### src/rtl/adcseq_pkg.sv
// adcseq_pkg: shared types and constants for the adc scan sequencer with agc
// no dependencies; imported by adc_scan_sequencer_with_agc
package adcseq_pkg;

  // default module parameters
  localparam int MAX_CHANNELS_DEF = 16;
  localparam int SAMPLE_BITS_DEF  = 12;

  // fixed result field widths
  localparam int VALUE_W = 12;
  localparam int GAIN_W  = 12;
  localparam int FUNC_W  = 2;
  localparam int CHAN_W  = 4;
  localparam int OUT_W   = 40;

  // configuration port
  localparam int CFG_ADDR_W = 3;
  localparam int CFG_DATA_W = 16;
  localparam int COUNT_W    = 5;
  localparam int LIMIT_W    = 3;

  localparam logic [CFG_ADDR_W-1:0] REG_MIN_LEVEL    = 3'd0;
  localparam logic [CFG_ADDR_W-1:0] REG_MAX_LEVEL    = 3'd1;
  localparam logic [CFG_ADDR_W-1:0] REG_MIDSCALE     = 3'd2;
  localparam logic [CFG_ADDR_W-1:0] REG_INCL_SUPPLY  = 3'd3;
  localparam logic [CFG_ADDR_W-1:0] REG_PSU_COUNT    = 3'd4;
  localparam logic [CFG_ADDR_W-1:0] REG_SUPPLY_COUNT = 3'd5;
  localparam logic [CFG_ADDR_W-1:0] REG_RETRY_LIMIT  = 3'd6;

  // register reset values
  localparam int MIN_LEVEL_RST = 0;
  localparam int MAX_LEVEL_RST = 4095;
  localparam int MIDSCALE_RST  = 2048;
  localparam logic [COUNT_W-1:0] PSU_COUNT_RST    = 5'd12;
  localparam logic [COUNT_W-1:0] SUPPLY_COUNT_RST = 5'd14;
  localparam logic [LIMIT_W-1:0] RETRY_LIMIT_RST  = 3'd3;

  // gain factor asked for on a zero sample
  localparam int ZERO_FACTOR = 3;

  // scan functions
  localparam logic [FUNC_W-1:0] FN_VOLTAGE = 2'd0;
  localparam logic [FUNC_W-1:0] FN_CURRENT = 2'd1;
  localparam logic [FUNC_W-1:0] FN_SUPPLY  = 2'd2;

  // result item, last field in the lowest bits
  typedef struct packed {
    logic [CHAN_W-1:0]  next_channel;
    logic [FUNC_W-1:0]  next_function;
    logic [GAIN_W-1:0]  gain_factor;
    logic               gain_to_minimum;
    logic [CHAN_W-1:0]  sample_channel;
    logic [FUNC_W-1:0]  sample_function;
    logic [VALUE_W-1:0] sample_value;
    logic               accepted;
  } out_item_t;

endpackage

### src/rtl/adc_scan_sequencer_with_agc.sv
// adc_scan_sequencer_with_agc: sample check, scan advance and serial gain divider
// depends on adcseq_pkg
//
// Usage:
// - in_* takes one request per converter sample: the sample count in the low
//   SAMPLE_BITS of in_tdata and the gain-at-maximum flag just above it.
// - out_* gives one result per request: accept flag, the sample tagged with
//   its function and channel, the gain command and the next mux setting.
// - cfg_* writes one register per request (index, data); always ready. The
//   user must write only while the block is idle; the block does not enforce it.
// Flow through the block:
// - an accepted sample, or a zero one, is registered in the work stage and
//   moves into the output register, onto out_tvalid, once that is free; a
//   rejected nonzero sample first runs the restoring divider for the gain
//   factor, one quotient bit a cycle.
// - in_tready is high only while no sample is in work (state idle).
// - the output register frees the work stage: a new request is taken while
//   a result still waits for out_tready. A stalled receiver holds the block
//   once the next result is finished too.
// Reset clears the scan to voltage, channel 0, the retry count to 0 and the
// registers to their defaults; no result is pending afterwards.
module adc_scan_sequencer_with_agc
  import adcseq_pkg::*;
#(
  parameter int MAX_CHANNELS = MAX_CHANNELS_DEF,
  parameter int SAMPLE_BITS  = SAMPLE_BITS_DEF
) (
  input  logic                  clk,
  input  logic                  rst_n,
  // input stream
  input  logic                  in_tvalid,
  output logic                  in_tready,
  // fields from bit 0: sample, gain_at_max, zero fill
  input  logic [((SAMPLE_BITS+1+7)/8)*8-1:0] in_tdata,
  // result stream
  output logic                  out_tvalid,
  input  logic                  out_tready,
  // fields from bit 0: accepted, sample_value, sample_function, sample_channel,
  // gain_to_minimum, gain_factor, next_function, next_channel, zero fill
  output logic [OUT_W-1:0]      out_tdata,
  // configuration writes
  input  logic                  cfg_valid,
  output logic                  cfg_ready,
  input  logic [CFG_ADDR_W-1:0] cfg_addr,
  input  logic [CFG_DATA_W-1:0] cfg_data
);

  localparam int SB     = SAMPLE_BITS;
  localparam int CH_W   = (MAX_CHANNELS > 2) ? $clog2(MAX_CHANNELS) : 1;
  localparam int CNT_W  = ((CH_W > COUNT_W) ? CH_W : COUNT_W) + 1;
  localparam int ITER_W = $clog2(SB + 1);
  localparam int WIDE_W = (SB > GAIN_W) ? SB : GAIN_W;

  typedef enum logic [1:0] {ST_IDLE, ST_DIV, ST_HOLD} state_t;

  // configuration registers
  logic [SB-1:0]      min_level_r, max_level_r, midscale_r;
  logic               incl_supply_r;
  logic [COUNT_W-1:0] psu_count_r, supply_count_r;
  logic [LIMIT_W-1:0] retry_limit_r;

  // scan state
  logic [LIMIT_W-1:0] retry_r;
  logic [FUNC_W-1:0]  func_r;
  logic [CH_W-1:0]    chan_r;

  // work stage and divider
  state_t             state_r;
  out_item_t          res_r;
  logic [SB-1:0]      rem_r, quo_r, dvs_r;
  logic [ITER_W-1:0]  iter_r;

  // output register
  logic               out_valid_r;
  out_item_t          out_r;
  logic               out_load;

  // input fields
  logic [SB-1:0]      smp;
  logic               at_max;
  assign smp    = in_tdata[SB-1:0];
  assign at_max = in_tdata[SB];

  assign in_tready  = (state_r == ST_IDLE);
  assign cfg_ready  = 1'b1;
  assign out_tvalid = out_valid_r;
  assign out_tdata  = {{(OUT_W-$bits(out_item_t)){1'b0}}, out_r};

  // finished result moves into the output register when it is free
  assign out_load = (state_r == ST_HOLD) && (!out_valid_r || out_tready);

  // sample check
  logic [LIMIT_W:0] tries;
  logic             smp_ok, acc;
  assign tries  = {1'b0, retry_r} + 1'b1;
  assign smp_ok = ((smp > min_level_r) || at_max) && (smp < max_level_r);
  assign acc    = smp_ok || (tries > {1'b0, retry_limit_r});

  // effective channel counts: zero acts as one, capped at MAX_CHANNELS
  logic [CNT_W-1:0] psu_e, sup_e, psu_eff, sup_eff;
  assign psu_e = CNT_W'(psu_count_r);
  assign sup_e = CNT_W'(supply_count_r);
  always_comb begin
    psu_eff = psu_e;
    if (psu_e == '0) begin
      psu_eff = CNT_W'(1);
    end else if (psu_e > CNT_W'(MAX_CHANNELS)) begin
      psu_eff = CNT_W'(MAX_CHANNELS);
    end
    sup_eff = sup_e;
    if (sup_e == '0) begin
      sup_eff = CNT_W'(1);
    end else if (sup_e > CNT_W'(MAX_CHANNELS)) begin
      sup_eff = CNT_W'(MAX_CHANNELS);
    end
  end

  // next channel and function after an accepted sample
  logic [CNT_W-1:0]  ch_inc;
  logic [CH_W-1:0]   chan_nxt;
  logic [FUNC_W-1:0] func_nxt;
  always_comb begin
    ch_inc   = CNT_W'(chan_r) + 1'b1;
    chan_nxt = ch_inc[CH_W-1:0];
    func_nxt = func_r;
    if (incl_supply_r) begin
      if (((func_r <= FN_CURRENT) && (ch_inc >= psu_eff)) || (ch_inc >= sup_eff)) begin
        chan_nxt = '0;
        func_nxt = (func_r >= FN_SUPPLY) ? FN_VOLTAGE : func_r + 1'b1;
      end
    end else if (ch_inc >= psu_eff) begin
      chan_nxt = '0;
      func_nxt = (func_r == FN_VOLTAGE) ? FN_CURRENT : FN_VOLTAGE;
    end
  end

  // channel numbers as result fields
  logic [CNT_W-1:0] ch_cur_e, ch_nxt_e;
  assign ch_cur_e = CNT_W'(chan_r);
  assign ch_nxt_e = CNT_W'(chan_nxt);

  logic [WIDE_W-1:0] smp_e;
  assign smp_e = WIDE_W'(smp);

  // divider step: shift one dividend bit into the remainder, trial subtract
  logic [SB:0]       shifted;
  logic              ge;
  logic [SB:0]       diff;
  logic [SB-1:0]     rem_nxt, quo_nxt;
  logic [WIDE_W-1:0] quo_e;
  always_comb begin
    shifted = {rem_r, quo_r[SB-1]};
    ge      = (shifted >= {1'b0, dvs_r});
    diff    = shifted - {1'b0, dvs_r};
    rem_nxt = ge ? diff[SB-1:0] : shifted[SB-1:0];
    quo_nxt = {quo_r[SB-2:0], ge};
    quo_e   = WIDE_W'(quo_nxt);
  end

  // configuration writes
  always_ff @(posedge clk) begin
    if (!rst_n) begin
      min_level_r    <= SB'(MIN_LEVEL_RST);
      max_level_r    <= SB'(MAX_LEVEL_RST);
      midscale_r     <= SB'(MIDSCALE_RST);
      incl_supply_r  <= 1'b0;
      psu_count_r    <= PSU_COUNT_RST;
      supply_count_r <= SUPPLY_COUNT_RST;
      retry_limit_r  <= RETRY_LIMIT_RST;
    end else if (cfg_valid && cfg_ready) begin
      case (cfg_addr)
        REG_MIN_LEVEL:    min_level_r    <= cfg_data[SB-1:0];
        REG_MAX_LEVEL:    max_level_r    <= cfg_data[SB-1:0];
        REG_MIDSCALE:     midscale_r     <= cfg_data[SB-1:0];
        REG_INCL_SUPPLY:  incl_supply_r  <= cfg_data[0];
        REG_PSU_COUNT:    psu_count_r    <= cfg_data[COUNT_W-1:0];
        REG_SUPPLY_COUNT: supply_count_r <= cfg_data[COUNT_W-1:0];
        REG_RETRY_LIMIT:  retry_limit_r  <= cfg_data[LIMIT_W-1:0];
        default: ;
      endcase
    end
  end

  // sequencer, divider and output register
  always_ff @(posedge clk) begin
    if (!rst_n) begin
      state_r     <= ST_IDLE;
      retry_r     <= '0;
      func_r      <= FN_VOLTAGE;
      chan_r      <= '0;
      out_valid_r <= 1'b0;
      iter_r      <= '0;
    end else begin
      // output register fills or drains
      if (out_load) begin
        out_valid_r <= 1'b1;
      end else if (out_tready) begin
        out_valid_r <= 1'b0;
      end
      case (state_r)
        ST_IDLE: begin
          if (in_tvalid) begin
            res_r.accepted        <= acc;
            res_r.sample_value    <= smp_e[VALUE_W-1:0];
            res_r.sample_function <= func_r;
            res_r.sample_channel  <= ch_cur_e[CHAN_W-1:0];
            res_r.gain_to_minimum <= acc;
            dvs_r                 <= smp;
            quo_r                 <= midscale_r;
            rem_r                 <= '0;
            iter_r                <= ITER_W'(SB);
            if (acc) begin
              retry_r              <= '0;
              chan_r               <= chan_nxt;
              func_r               <= func_nxt;
              res_r.next_function  <= func_nxt;
              res_r.next_channel   <= ch_nxt_e[CHAN_W-1:0];
              res_r.gain_factor    <= '0;
              state_r              <= ST_HOLD;
            end else begin
              retry_r              <= tries[LIMIT_W-1:0];
              res_r.next_function  <= func_r;
              res_r.next_channel   <= ch_cur_e[CHAN_W-1:0];
              if (smp == '0) begin
                res_r.gain_factor <= GAIN_W'(ZERO_FACTOR);
                state_r           <= ST_HOLD;
              end else begin
                state_r           <= ST_DIV;
              end
            end
          end
        end
        ST_DIV: begin
          rem_r  <= rem_nxt;
          quo_r  <= quo_nxt;
          iter_r <= iter_r - 1'b1;
          if (iter_r == ITER_W'(1)) begin
            res_r.gain_factor <= quo_e[GAIN_W-1:0];
            state_r           <= ST_HOLD;
          end
        end
        ST_HOLD: begin
          if (out_load) begin
            out_r   <= res_r;
            state_r <= ST_IDLE;
          end
        end
        default: state_r <= ST_IDLE;
      endcase
    end
  end

endmodule
### config.mk
export PLATFORM = sky130hd
export DESIGN_NAME = adc_scan_sequencer_with_agc
export DESIGN_NICKNAME = d
export VERILOG_FILES = /design/src/rtl/adcseq_pkg.sv /design/src/rtl/adc_scan_sequencer_with_agc.sv
export SDC_FILE = /design/constraint.sdc
export NUM_CORES = 1
export LEC_CHECK = 0
export ABC_CLOCK_PERIOD_IN_PS = 3750
export BUFFER_PORTS_ARGS = -buffer_cell sky130_fd_sc_hd__buf_2
export CAP_MARGIN = 20
export CORE_AREA = 2 2 165 167
export CTS_CLUSTER_SIZE = 25
export DETAILED_ROUTE_END_ITERATION = 10
export DIE_AREA = 0 0 167 169
export GPL_TIMING_DRIVEN = 0
export HOLD_SLACK_MARGIN = 0.03
export PLACE_DENSITY = 0.54
export SLEW_MARGIN = 10
export SYNTH_ARGS = -nofsm -noshare
export SYNTH_HDL_FRONTEND = slang
export SYNTH_SLANG_ARGS = --single-unit
### constraint.sdc
create_clock -name clk -period 3.75 [get_ports clk]
set_input_delay 0.1875 -clock clk [delete_from_list [all_inputs] [get_ports clk]]
set_output_delay 0.1875 -clock clk [all_outputs]
set_load 0.01 [all_outputs]
# [Word level (Yosys, flattened, before mapping)]
# Cells that the tools add are included.
[word_totals] word_cells=121 register_bits=164
[op_classes] muxes=33 order_cmp=10 n_addsub=5 n_reduce_logical=31 eq_ne=13
[ops] operator="12-bit one-hot mux with 2 select lines" count=3
[ops] operator="12-bit 2-to-1 mux" count=5
[ops] operator="32-bit 2-to-1 mux" count=1
[ops] operator="18-bit 2-to-1 mux" count=1
[ops] operator="2-bit 2-to-1 mux" count=9
[ops] operator="2-bit AND reduction" count=9
[ops] operator="4-bit 2-to-1 mux" count=4
[ops] operator="5-bit 2-to-1 mux" count=3
[ops] operator="3-bit AND reduction" count=5
[ops] operator="13-bit by 12-bit >= comparator with 1-bit output" count=1
[ops] operator="5-bit by 6-bit >= comparator with 1-bit output" count=2
[ops] operator="12-bit > comparator" count=1
[ops] operator="12-bit zero test" count=1
[ops] operator="6-bit zero test" count=2
[ops] operator="12-bit < comparator" count=1
[ops] operator="12-bit subtractor" count=1
[ops] operator="5-bit > comparator (second input constant)" count=2
[ops] operator="3-bit == test (second input constant)" count=3
[ops] operator="4-bit one-hot mux with 2 select lines" count=1
[ops] operator="3-bit by 2-bit == test with 1-bit output (second input constant)" count=2
[ops] operator="6-bit 2-to-1 mux" count=1
[ops] operator="2-bit != test (second input constant)" count=3
[ops] operator="2-bit one-hot mux with 3 select lines" count=1
[ops] operator="4-bit by 1-bit adder with 5-bit output (second input constant)" count=1
[ops] operator="20 further kinds" count=29

# [Depth between registers and ports, before layout]
[depth] ltp_word=11 depth_mapped=11 mapped_depth_nobuf=11

# [Worst setup path after synthesis]
# OpenSTA, ideal clock, no wires.
[synth_timing] path_kind="register to register" startpoint="register state_r[0]" endpoint="register out_r, in the netlist out_tdata[0], enable pin" t_required_ps=3314 setup_ps=436 t_arrival_ps=2444 path_buffers=0 stages_incl_launch_ff=4 period_less_slack_ps=2880 slack_ps=870 cell_sequence="dfxtp_1 > nand2b_1 > or2_2 > nor2b_1"
[synth_between] elab_chain_len=3
[synth_rtl] element="start, declared" line_no="adc_scan_sequencer_with_agc.sv:68" rtl="state_t state_r;"
[synth_rtl] element="start signal, assigned" line_no="adc_scan_sequencer_with_agc.sv:187" rtl="state_r <= ST_IDLE;"
[synth_rtl] element="start signal, assigned" line_no="adc_scan_sequencer_with_agc.sv:219" rtl="state_r <= ST_HOLD;"
[synth_rtl] element="start signal, assigned" line_no="adc_scan_sequencer_with_agc.sv:226" rtl="state_r <= ST_HOLD;"
[synth_rtl] element="2-bit == test (*)" line_no="adc_scan_sequencer_with_agc.sv:90, adc_scan_sequencer_with_agc.sv:200"
[synth_rtl] element="1-bit logical AND" line_no="adc_scan_sequencer_with_agc.sv:90" rtl="assign out_load = (state_r == ST_HOLD) && (!out_valid_r || out_tready);"
[synth_rtl] element="3-bit AND reduction (no source line) (*)"
[synth_rtl] element="end signal, assigned" line_no="adc_scan_sequencer_with_agc.sv:244" rtl="out_r <= res_r;"
[synth_rtl] element="end, declared" line_no="adc_scan_sequencer_with_agc.sv:75" rtl="out_item_t out_r;"
# Mark *: on every way between the ends. The rest lies on a longest branch, timed or not.
# A chain may end at the register's enable or synchronous reset.

# [Worst setup path in the final report]
[layout_timing] startpoint="register chan_r[0]" endpoint="register res_r[32] (netlist bit), data pin"
[layout_between] elab_chain_len=7
[layout_rtl] element="start, declared" line_no="adc_scan_sequencer_with_agc.sv:65" rtl="logic [CH_W-1:0] chan_r;"
[layout_rtl] element="start signal, assigned" line_no="adc_scan_sequencer_with_agc.sv:214" rtl="chan_r <= chan_nxt;"
[layout_rtl] element="4-bit by 1-bit adder with 5-bit output (*)" line_no="adc_scan_sequencer_with_agc.sv:123" rtl="ch_inc = CNT_W'(chan_r) + 1'b1;"
[layout_rtl] element="5-bit by 6-bit >= comparator with 1-bit output" line_no="adc_scan_sequencer_with_agc.sv:127, adc_scan_sequencer_with_agc.sv:131"
[layout_rtl] element="1-bit logical AND" line_no="adc_scan_sequencer_with_agc.sv:127" rtl="if (((func_r <= FN_CURRENT) && (ch_inc >= psu_eff)) || (ch_inc >= sup_eff)) begin"
[layout_rtl] element="1-bit logical OR" line_no="adc_scan_sequencer_with_agc.sv:127"
[layout_rtl] element="2-bit 2-to-1 mux" line_no="adc_scan_sequencer_with_agc.sv:127"
[layout_rtl] element="2-bit 2-to-1 mux (*)" line_no="adc_scan_sequencer_with_agc.sv:126" rtl="if (incl_supply_r) begin"
[layout_rtl] element="18-bit 2-to-1 mux (*)" line_no="adc_scan_sequencer_with_agc.sv:212" rtl="if (acc) begin"
[layout_rtl] element="end, declared" line_no="adc_scan_sequencer_with_agc.sv:69" rtl="out_item_t res_r;"
# Marked as above.

==> impl_results.md <==
* Status: completed
* Startpoint type of the worst setup path: flop
* Hold path depth at 1
* Worst hold path class: input port to flop
* Post-Syn Area at 0.00759 mm^2
* Skew-Pair Late Insertion Delay at 0.44 ns
* Starting density of the core at 0.286
* Pre-antenna DRT Iters at 4
* WHS at 0.0391 ns
* Rows at 60
* CTS clk-pin slew, worst paths at 0.07 ns
* Drt wl/cell at 15.1 um
* Worst path top cell family by delay: compound AO/OA/AOI/OAI gates
* Seq/Total Area, Yosys at 0.562
* Worst slew pin tran at 0.828 ns
* Total wire length at 17500 um
* GRT Total Usage at 0.128
* Die Area at 0.0282 mm^2
* Worst Path Arrival at 3.22 ns
* ANT cells at 0
* Most frequently used flop master after synthesis: edfxtp_1
* Global route total overflow at 0
* Vias per cell at 4.55
* IO buf count at 72
* Synth Register Bits at 164
* VDD IR-drop max at 0.284 mV
* Largest stage delay on the critical path at 0.54 ns
* Clock skew at 0.0137 ns
* Post-route core utilization at 0.346
* Unrepaired setup endpoints after global routing: false
* Most frequent cells in the layout: 105 x nand2_1, 98 x edfxtp_1, 73 x buf_2
* Relative slew slack at 0.444
* CTS buffer count at 17
* Initial antenna violation count at 0
* Synth Area per Inst at 10.9 um^2
* Largest net degree at the start of global routing at 29
* Post-DP HPWL at 13000 um
* Vias in the first global route at 5125
* Core area at 0.0265 mm^2
* Cell count after synthesis at 695
* Maximum fanout along the worst path at 8
* Post-synth EDFFs at 98
* Max Fclk at 0.330 GHz
* Initial DRC Count at 261
* Die height at 169 um
* Critical path cell sequence: ha_1 > xor2_1 > ha_1 > a21o_1 > a31oi_1 > o21ai_0 > a22oi_1 > a22o_1 > mux2_2
* Final Hold Fails at 0
* Gpl congestion at 0.789
* Io pins at 83
* YS warnings at 0
* Final #Nets at 895
* CP Class: flop to flop
* Area growth, synth to finish at 20.8%
* Root Buffer: clkbuf_16
* Crit end category: flop
* Final min period at 3.03 ns
* First-pass GRT wire length at 27900 um
* Post-DRT Antenna Nets at 0
* Final period util at 0.808
* Longest Clk Path Bufs at 2
* Die width at 167 um
* Most used cell, CP: ha_1
* Max cap viols at 0
* Critical Path Stages at 9
* Required time of the worst setup path at 3.94 ns
* Number of H-tree levels at 4
* Final setup fails at 0
* Fin. max-slew vios at 0
* CP bufs+invs at 0
* Synth cell types at 57
* CTS tree: done
* Vias at 5259
* Pwr/cell area at 474 mW/mm^2
* CP max-delay cell: o21ai_0
* Pleak at 0.00379 uW
* CTS Sinks at 164
* Ys async rst share at 0
* DRC at 0
* Post-Layout Cell Count at 1156
* Share of cells above drive strength 1 at 0.164
* Worst Reg-to-Reg Cells at 9
* Placed Instances at 1111
* Commonest non-fill, non-tap cell in the layout: nand2_1
* Post-cts gate resize count at 0
-- Yosys cell counts, types with 10 or more instances --
cell        n  area share
dfxtp_1    66        0.17
and2_1     17       0.014
nand2b_1   10      0.0082
a21oi_1    45       0.030
nor2_1     39       0.019
o211ai_1   15       0.015
nor2b_1    12      0.0099
inv_1      49       0.024
a21o_1     17       0.017
nand2_1   105       0.052
o21ai_0    16       0.011
nor3_1     11      0.0073
ha_1       52       0.086
mux2i_1    25       0.033
clkbuf_1   17      0.0084
edfxtp_1   98        0.39
nand3_1    11      0.0073
-- cells by family after synthesis --
logic type | after synthesis | synth area share
and+or+nand+nor | 224 | 0.134
DFF | 164 | 0.562
AOI/OAI and AO/OA | 135 | 0.120
buffers and inverters | 75 | 0.0407
adders and majority gates | 53 | 0.0883
muxes | 32 | 0.0433
xor gates and xnor gates | 10 | 0.0115
other | 2 | 0.000989
-- worst paths after layout --
kind                     from            end  slack (ns)
setup / recovery    chan_r[0]      res_r[32]        0.72
hold / removal    in_tdata[0]       dvs_r[0]        0.04
setup reg to reg    chan_r[0]      res_r[32]        0.72
hold reg to reg     res_r[31]  out_tdata[31]        0.42
-- what timing repair did --
item | CTS | global route
hold buffers | 13 | 0
setup endpoints to repair | 0 | 0
setup buffers | 0 | 0
endpoints found under the hold margin | 17 | 0
-- layer usage --
metal  track usage  vias to the layer above  routed length [um]
met2         0.213                       77                8320
met1         0.165                     2484                8290
li1              -                     2682                   -
met4        0.0499                        0                 238
met5             0                        -                   0
met3        0.0245                       16                 619
-- worst reg2reg max path: stages (launching register included) --
cell,delay [ns]
dfxtp_1,0.48
ha_1,0.29
xor2_1,0.25
ha_1,0.19
a21o_1,0.11
a31oi_1,0.04
o21ai_0,0.54
a22oi_1,0.29
a22o_1,0.32
mux2_2,0.26
-- power breakdown --
part / leakage, uW / switching, uW / internal [uW]
Clock: 0.000286 / 823 / 891
Combinational: 0.00205 / 335 / 223
Sequential: 0.00145 / 48.0 / 2030
Total: 0.00379 / 1210 / 3140
-- state kept, by name (all words and copies together), names as in the netlist, 2 cells and up --
| signal | cells |
|---|---|
| supply_count_r | 5 |
| retry_limit_r | 3 |
| psu_count_r | 5 |
| retry_r | 3 |
| rem_r | 12 |
| min_level_r | 12 |
| max_level_r | 12 |
| chan_r | 4 |
| state_r | 2 |
| out_tdata | 37 |
| func_r | 2 |
| iter_r | 4 |
| res_r | 25 |
| dvs_r | 12 |
| midscale_r | 12 |
| quo_r | 12 |
-- cell type report --
type	instances	area, um^2
fillers	2683	17300
flip-flops and latches	164	4260
multi-input cells	457	3050
repair buffers	87	538
well taps	341	427
clock buffers	17	425
inverters	50	188
clock inverters	15	161
plain buffers	25	121
-- metrics by stage --
stage	instance area, um^2	setup WS [ns]	setup TNS (ns)	total power [uW]
after floorplan	7590	0.870	0	2470
after global placement	8380	-0.246	-8.87	2650
after detailed placement	8460	0.750	0	2670
after CTS	9170	0.688	0	4400
after global routing	9170	0.484	0	4560
final	9170	0.722	0	4350
No activity file was read; power rests on OpenSTA's default activity.
